--- src/rtl/tqpas_pkg.sv ---
package tqpas_pkg;

    localparam int STORE_DEPTH = 64;
    localparam int AW = $clog2(STORE_DEPTH);
    localparam int CW = $clog2(STORE_DEPTH + 1);

    localparam int TAG_W = 16;
    localparam int Q_W = 11;
    localparam int ENTRY_W = TAG_W + Q_W;
    localparam int NUM_W = 41;
    localparam int DEN_W = 25;
    localparam int DCNT_W = $clog2(NUM_W);

    localparam logic [Q_W-1:0] Q_MAX = 11'd1280;
    localparam logic [Q_W-1:0] Q_HEAD = 11'd896;
    localparam logic [Q_W-1:0] Q_REJECT = 11'd768;
    localparam logic [Q_W-1:0] Q_FILTER = 11'd512;
    localparam logic [DEN_W-1:0] DEN_BASE = 25'd51200;

    localparam logic OP_ENQ = 1'b0;
    localparam logic OP_DEQ = 1'b1;

    localparam logic [1:0] ST_ADMIT = 2'd0;
    localparam logic [1:0] ST_DROP = 2'd1;
    localparam logic [1:0] ST_DELIVER = 2'd2;
    localparam logic [1:0] ST_EMPTY = 2'd3;

    localparam logic [1:0] CLS_ROUTING = 2'd0;
    localparam logic [1:0] CLS_EXPERIMENT = 2'd1;

    localparam logic [1:0] REG_NODE = 2'd0;
    localparam logic [1:0] REG_LIMIT = 2'd1;
    localparam logic [1:0] REG_ALPHA = 2'd2;
    localparam logic [1:0] REG_BETA = 2'd3;

    typedef enum logic [3:0] {
        S_IDLE,
        S_MUL,
        S_ND,
        S_DIV,
        S_DECIDE,
        S_INS_START,
        S_INS_STEP,
        S_DEQ_RD,
        S_DEQ_FIN,
        S_OUT
    } t_state;

    typedef struct packed {
        logic accept;
        logic mul;
        logic nd;
        logic div_step;
        logic decide;
        logic ins_start;
        logic ins_step;
        logic deq_pick;
        logic deq_fin;
        logic out_load;
    } t_cmd;

    typedef struct packed {
        logic op;
        logic div_last;
        logic drop;
        logic ins_last;
        logic deq_empty;
        logic out_busy;
    } t_sts;

    function automatic logic [AW-1:0] f_slot(input logic [AW-1:0] hd, input logic [CW-1:0] k);
        logic [CW:0] s;
        s = {(CW + 1 - AW)'(0), hd} + {1'b0, k};
        if (s >= (CW + 1)'(STORE_DEPTH)) begin
            s = s - (CW + 1)'(STORE_DEPTH);
        end
        return s[AW-1:0];
    endfunction

endpackage

--- src/rtl/tqpas_ctrl.sv ---
module tqpas_ctrl (
    input  logic              i_clk,
    input  logic              i_rst_n,
    input  logic              i_in_valid,
    output logic              o_in_ready,
    input  tqpas_pkg::t_sts   i_sts,
    output tqpas_pkg::t_cmd   o_cmd
);

    tqpas_pkg::t_state r_state;
    tqpas_pkg::t_state n_state;

    always_ff @(posedge i_clk) begin
        if (!i_rst_n) begin
            r_state <= tqpas_pkg::S_IDLE;
        end else begin
            r_state <= n_state;
        end
    end

    always_comb begin
        n_state = r_state;
        o_cmd = '0;
        o_in_ready = 1'b0;
        case (r_state)
            tqpas_pkg::S_IDLE: begin
                o_in_ready = 1'b1;
                if (i_in_valid) begin
                    o_cmd.accept = 1'b1;
                    n_state = tqpas_pkg::S_MUL;
                end
            end
            tqpas_pkg::S_MUL: begin
                if (i_sts.op == tqpas_pkg::OP_DEQ) begin
                    n_state = tqpas_pkg::S_DEQ_RD;
                end else begin
                    o_cmd.mul = 1'b1;
                    n_state = tqpas_pkg::S_ND;
                end
            end
            tqpas_pkg::S_ND: begin
                o_cmd.nd = 1'b1;
                n_state = tqpas_pkg::S_DIV;
            end
            tqpas_pkg::S_DIV: begin
                o_cmd.div_step = 1'b1;
                if (i_sts.div_last) begin
                    n_state = tqpas_pkg::S_DECIDE;
                end
            end
            tqpas_pkg::S_DECIDE: begin
                o_cmd.decide = 1'b1;
                n_state = tqpas_pkg::S_INS_START;
            end
            tqpas_pkg::S_INS_START: begin
                if (i_sts.drop) begin
                    n_state = tqpas_pkg::S_OUT;
                end else begin
                    o_cmd.ins_start = 1'b1;
                    n_state = tqpas_pkg::S_INS_STEP;
                end
            end
            tqpas_pkg::S_INS_STEP: begin
                o_cmd.ins_step = 1'b1;
                if (i_sts.ins_last) begin
                    n_state = tqpas_pkg::S_OUT;
                end
            end
            tqpas_pkg::S_DEQ_RD: begin
                o_cmd.deq_pick = 1'b1;
                if (i_sts.deq_empty) begin
                    n_state = tqpas_pkg::S_OUT;
                end else begin
                    n_state = tqpas_pkg::S_DEQ_FIN;
                end
            end
            tqpas_pkg::S_DEQ_FIN: begin
                o_cmd.deq_fin = 1'b1;
                n_state = tqpas_pkg::S_OUT;
            end
            tqpas_pkg::S_OUT: begin
                if (!i_sts.out_busy) begin
                    o_cmd.out_load = 1'b1;
                    n_state = tqpas_pkg::S_IDLE;
                end
            end
            default: begin
                n_state = tqpas_pkg::S_IDLE;
            end
        endcase
    end

endmodule

--- config.mk ---
export PLATFORM = sky130hd
export DESIGN_NAME = tqpas_ctrl
export DESIGN_NICKNAME = d
export VERILOG_FILES = /design/src/rtl/tqpas_pkg.sv /design/src/rtl/tqpas_ctrl.sv
export SDC_FILE = /design/constraint.sdc
export NUM_CORES = 1
export LEC_CHECK = 0
export ABC_CLOCK_PERIOD_IN_PS = 1600
export BUFFER_PORTS_ARGS = -buffer_cell sky130_fd_sc_hd__buf_4
export CAP_MARGIN = 10
export CORE_AREA = 5 5 42 44
export CTS_BUF_LIST = sky130_fd_sc_hd__clkbuf_4
export CTS_CLUSTER_DIAMETER = 40
export DETAILED_ROUTE_END_ITERATION = 6
export DIE_AREA = 0 0 47 49
export GPL_TIMING_DRIVEN = 1
export PLACE_DENSITY = 0.65
export SLEW_MARGIN = 15
export SYNTH_ARGS = -nofsm -noshare
export SYNTH_HDL_FRONTEND = slang
export SYNTH_SLANG_ARGS = --single-unit
--- constraint.sdc ---
create_clock -name i_clk -period 1.6 [get_ports i_clk]
set_input_delay 0.4 -clock i_clk [delete_from_list [all_inputs] [get_ports i_clk]]
set_output_delay 0.4 -clock i_clk [all_outputs]
set_load 0.01 [all_outputs]
==> out/results.ini, run 1 <==
[worst_setup_path]
critical_path_class=flop to output pin
setup.worst_path.end_class=output pin
critPathLaunch=r_state[2]
regToRegSetupSlack_ns=0.11
reg2regPathDepth=6
crit_arrival_ns=1.27
worstReg2RegEnd=r_state[2]
timing.critical_path.to=o_cmd[0]
regToRegStartpoint=r_state[1]
worst_setup_path_start_kind=flop
worstPathMaxFanout=3
worstPathRequired_ns=1.20

[clocking]
tritoncts=done
clock_sink_count=4
cts_hold_buf=0
cts_buffers=3
htree_levels=1
clock_path_buffers=2
worst_setup_hold_path_clk_slew_ns=0.04
clk_root_buffer_cell=sky130_fd_sc_hd__clkbuf_4
worst_skew_pair.late_latency_ns=0.24

[synthesis]
synth_seq_cells=4
synth_cells=60
ys_async_sr_fraction=0
synth_most_common_cell=sky130_fd_sc_hd__nand2_1
syn-num-nets=69
synth.cell_area_um2=514
synth_top_cells_by_area=sky130_fd_sc_hd__dfxtp_1, sky130_fd_sc_hd__buf_6, sky130_fd_sc_hd__nand2b_4
synth_area_per_cell_um2=8.57
synth_area_leader_cell=sky130_fd_sc_hd__dfxtp_1
number_of_enable_type_register_cells_in_the_synthesized_netlist=0
yosys.area.top_type_share=0.156
synth.yosys.seq_area_share=0.156
synth_cell_type_count=30
synth_top_flop_cell=sky130_fd_sc_hd__dfxtp_1
ys_top_cells_by_count=sky130_fd_sc_hd__nand2_1, sky130_fd_sc_hd__nor2_1, sky130_fd_sc_hd__nor3_1
synth_warnings=0

[layout]
finalNetCount=106
final_area_um2=857
largest_register_ffs=4
post_layout_nonfiller_instances=111
area_growth_pct=66.7
registers.top_by_ff_count=r_state
final_layout_size_suffix_gt1_frac=0.663
largest_registers=r_state x4
antennaDiodeCount=0

[timing]
worst_slack_ns=-0.0706
worst_slew_margin_rel=0.795
fmax_mhz=599
tightestPinTransition_ns=0.300
rsz0062_at_grt=yes
setup_viol=3
min_period_over_period=1.04
slew_viol_final=0
final_period_minus_worst_setup_slack_ns=1.67
timing_hold_violations_final=0
setup-tns-final_ns=-0.191
hold-worst-slack_ns=0.404
finClkSkew_ns=0.00300

[floorplan]
io_pins=20
die-height_um=49
rows=14
starting_density_of_the_core=0.367
floorplan.die.width_um=47
dieArea_um2=2300
core_region_area_um2=1400

[outcome]
failed_checks=setup timing
outcome=finished, violations left

[grt]
antenna_found_initial=0
maximum_number_of_pins_on_one_net_before_global_route_repair=14
globalRouteOverflowTotal=0
grt_pass1_vias=526
grt_pass1_wl_mm=2.26
track_usage=0.135

[detailed_routing]
vias=607
drt_pre_antenna_iters=4
detailedRoute.firstIterationViolations=5
ant_nets=0
drc=0
drt-wirelength-per-cell_um=14.6
detail_route.wirelength_mm=1.62
detail_routed_via_count_per_cell=5.47

[placement]
gp_routability_congestion=0.772
total_placed_instance_area_um2=697
place_hpwl_mm=1.11
place.detailed.instances=99
port-buffer-count=19

[power_and_ir_drop]
cellLeakagePower_nw=0.365
pwr_density_cell_nw_per_um2=1660
ir_worst_vdd_v=0.000915

[hold_path]
hold_path_class=primary input to flop

[run]
maxCapViolCount=0

report_power, final:
| part | internal, mW | total [mW] | switching, mW | leakage, nW |
|---|---|---|---|---|
| clock | 0.0842 | 0.130 | 0.0457 | 0.0138 |
| sequential | 0.154 | 0.226 | 0.0712 | 0.0353 |
| combinational | 0.587 | 1.07 | 0.483 | 0.315 |
| total | 0.826 | 1.43 | 0.600 | 0.365 |
stage by stage:
step	util	total power [mW]	setup WS, ns
6_report	0.612	1.43	-0.0706
5_1_grt	0.612	1.52	-0.160
4_1_cts	0.566	1.31	-0.0756
3_5_place_dp	0.497	1.05	0.0226
3_3_place_gp	0.497	1.04	0.0393
2_1_floorplan	-	0.820	0.0163
layout by cell type, fill, tap and decap left out, drive strengths merged:
master	count
clkbuf	3
a211oi	1
mux2i	1
o21ai	4
and2	1
a21oi	2
nor4	4
a31oi	3
nand4	1
nor3	5
or3	1
nor2	5
inv	2
o21a	2
o22a	1
a31o	1
buf	39
nand2	7
dfxtp	4
a2111oi	2
o32ai	2
nand2b	4
worst min path at each step:
stage	cells past startpoint	startpoint	slack, ns	end
finish	2	i_rst_n	0.40	r_state[2]
global route	2	i_rst_n	0.41	r_state[2]
CTS	2	i_rst_n	0.41	r_state[2]
detailed placement	2	r_state[3]	0.62	r_state[1]
global placement	2	r_state[3]	0.61	r_state[1]
floorplan	1	i_rst_n	0.52	r_state[2]
worst max-delay path: stages (launching register included):
cell                       delay (ns)
sky130_fd_sc_hd__dfxtp_4         0.35
sky130_fd_sc_hd__nand2b_4        0.14
sky130_fd_sc_hd__or3_4           0.34
sky130_fd_sc_hd__nor2_2          0.08
sky130_fd_sc_hd__buf_4           0.12
layout make-up:
type | instances | area, µm²
fillers | 141 | 544
multi-input cells | 47 | 403
repair buffers | 39 | 309
flip-flops and latches | 4 | 92.6
clock buffers | 3 | 22.5
well taps | 16 | 20.0
inverters | 2 | 10.0
cell families after synthesis:
family                 share of synthesized area
buffers and inverters                      0.148
AOI/OAI and AO/OA                          0.319
and+or+nand+nor                            0.358
DFF                                        0.156
muxes                                     0.0195
metal layers:
metal | routed length [µm] | share of wire | GRT usage | vias to the layer above
met3 | 100 | 0.062 | 0.0185 | 4
met1 | 647 | 0.40 | 0.160 | 283
met4 | 38 | 0.024 | 0.0829 | 0
met2 | 831 | 0.51 | 0.217 | 23
met5 | 0 | 0 | 0 | -
li1 | - | - | - | 297
repair_timing:
action                                  CTS  global route
pin swaps                                 2             5
buffers inserted                          5             4
resized for setup                        12             8
gates cloned                              0             0
endpoints found under the setup margin   11             8
Note: power is estimated with default switching activity, not from simulation.
==> run 2: changes to the inputs <==
Settings changed: BUFFER_PORTS_ARGS -buffer_cell sky130_fd_sc_hd__buf_4 to -buffer_cell sky130_fd_sc_hd__buf_2, CORE_AREA 5 5 42 44 to not set, CORE_MARGIN set to 5, CORE_UTILIZATION set to 35, DIE_AREA 0 0 47 49 to not set, PLACE_DENSITY 0.65 to 0.6.
==> out/results.ini, run 2 (synthesis gave the netlist of run 1 again) <==
[detailed_routing]
detail_route.wirelength_mm=1.55  ; -4.2%
drc=0  ; unchanged
vias=577  ; -4.9%
detailedRoute.firstIterationViolations=8  ; +3
drt-wirelength-per-cell_um=14.1  ; -3.3%
detail_routed_via_count_per_cell=5.25  ; -4.1%
drt_pre_antenna_iters=4  ; unchanged
ant_nets=0  ; unchanged

[placement]
place_hpwl_mm=1.03  ; -6.9%
port-buffer-count=19  ; unchanged
gp_routability_congestion=0.770  ; -0.26%
total_placed_instance_area_um2=661  ; -5.2%

[outcome]
failed_checks=setup timing
outcome=finished, violations left

[hold_path]
hold_path_class=primary input to flop

[grt]
grt_pass1_wl_mm=2.32  ; +2.4%
grt_pass1_vias=553  ; +5.1%
track_usage=0.122  ; -0.0126
maximum_number_of_pins_on_one_net_before_global_route_repair=12  ; -2
antenna_found_initial=0  ; unchanged
globalRouteOverflowTotal=0  ; unchanged

[clocking]
clock_path_buffers=2  ; unchanged
worst_setup_hold_path_clk_slew_ns=0.04  ; about the same
cts_buffers=3  ; unchanged
cts_hold_buf=0  ; unchanged
clock_sink_count=4  ; unchanged
clk_root_buffer_cell=sky130_fd_sc_hd__clkbuf_4
worst_skew_pair.late_latency_ns=0.24  ; about the same
tritoncts=done
htree_levels=1  ; unchanged

[timing]
tightestPinTransition_ns=0.368  ; +0.0679 ns
rsz0062_at_grt=yes
slew_viol_final=0  ; unchanged
timing_hold_violations_final=0  ; unchanged
min_period_over_period=1.06  ; +0.0164
setup-tns-final_ns=-0.243  ; -0.0516 ns
worst_slack_ns=-0.0969  ; -0.0263 ns
fmax_mhz=589  ; -1.5%
final_period_minus_worst_setup_slack_ns=1.70  ; +0.0263 ns
setup_viol=4  ; +1
hold-worst-slack_ns=0.430  ; +0.0263 ns
worst_slew_margin_rel=0.748  ; -0.0465
finClkSkew_ns=0.00506  ; +0.00206 ns

[layout]
layout_commonest_cell=sky130_fd_sc_hd__buf_2
area_growth_pct=63.0
largest_register_ffs=4  ; unchanged
final_layout_size_suffix_gt1_frac=0.663  ; unchanged
most_frequent_cells_in_the_layout=sky130_fd_sc_hd__buf_2, sky130_fd_sc_hd__buf_4, sky130_fd_sc_hd__nand2_1
antennaDiodeCount=0  ; unchanged
final_area_um2=838  ; -2.2%
n_fill_cell=125  ; -11%
largest_registers=r_state x4
registers.top_by_ff_count=r_state
finalNetCount=106  ; unchanged

[worst_setup_path]
worstPathRequired_ns=1.20  ; about the same
worstPathMaxFanout=7  ; +4
critical-path-slowest-cell=sky130_fd_sc_hd__or3_4
path_buf_inv=2  ; +1
critical_path.max_stage_delay_ns=0.40  ; +0.05 ns
critical_path_class=flop to output pin
crit_arrival_ns=1.30  ; +0.03 ns
worst_setup_path_start_kind=flop
path_delay_family=simple AND/OR/NAND/NOR gates
cp_cell_sequence=inv_4 -> or3_4 -> nor2_2 -> buf_2
setup.worst_path.end_class=output pin

[floorplan]
starting_density_of_the_core=0.381  ; +0.0139
core_region_area_um2=1350  ; -3.7%
rows=13  ; -1
die-height_um=48.3  ; -1.4%
dieArea_um2=2340  ; +1.4%
io_pins=20  ; unchanged
floorplan.die.width_um=48.3  ; +2.8%

[power_and_ir_drop]
cellLeakagePower_nw=0.359  ; -1.6%
ir_worst_vdd_v=0.000831  ; -9.2%
finalPower_mw=1.39  ; -2.8%
pwr_density_cell_nw_per_um2=1650  ; -0.66%

[run]
maxCapViolCount=0  ; unchanged

==> run 2: cell counts in the layout (fill, tap and decap cells not counted) <==
Identical to the previous run, type by type.
==> run 2: power by group <==
group | internal [mW] | switching [mW]
Sequential | 0.150 | 0.0631
Clock | 0.0840 | 0.0423
Combinational | 0.551 | 0.495
==> run 2: cell type report <==
type                       instances  area (µm²)  area share
inverter                           2        10.0      0.0119
multi-input combinational         47         418       0.499
sequential                         4        92.6       0.110
timing repair buffer              39         277       0.330
tap                               15        18.8      0.0224
clock buffer                       3        22.5      0.0269
==> run 2: timing repair <==
action | 4_1_cts | 5_1_grt
resized for setup | 9 | 13
setup endpoints to repair | 8 | 9
setup buffers | 7 | 2
pin swaps | 3 | 3
==> run 2: metrics by stage <==
stage,utilization,std cells,setup slack (ns)
2_1_floorplan,-,60,0.0163
3_3_place_gp,0.489,98,0.0346
3_5_place_dp,0.489,98,0.00760
4_1_cts,0.560,108,-0.0953
5_1_grt,0.621,110,-0.130
6_report,0.621,110,-0.0969
==> run 2: per-layer routing <==
metal / up-vias / track usage / wire length [µm]
li1: 297 / - / -
met1: 269 / 0.145 / 677
met2: 11 / 0.202 / 824
met3: 0 / 0.0520 / 48
met4: 0 / 0.0276 / 0
met5: - / 0 / 0
==> run 2: path summary, 6_finish.rpt <==
| kind | from | end | slack [ns] | depth (start not counted) |
|---|---|---|---|---|
| setup / recovery | r_state[3] | o_cmd[0] | -0.1 | 4 |
| hold / removal | i_rst_n | r_state[2] | 0.43 | 2 |
| setup reg to reg | r_state[0] | r_state[0] | 0.12 | 6 |
| hold reg to reg | r_state[3] | r_state[1] | 0.61 | 2 |
==> run 2: worst register-to-register path, cell delays in order (launching register included) <==
cell and delay [ns]:
sky130_fd_sc_hd__dfxtp_4 0.38, sky130_fd_sc_hd__buf_4 0.15, sky130_fd_sc_hd__nor3_1 0.20, sky130_fd_sc_hd__a31oi_2 0.08
sky130_fd_sc_hd__o32ai_4 0.30, sky130_fd_sc_hd__a211oi_1 0.09, sky130_fd_sc_hd__a31o_1 0.19
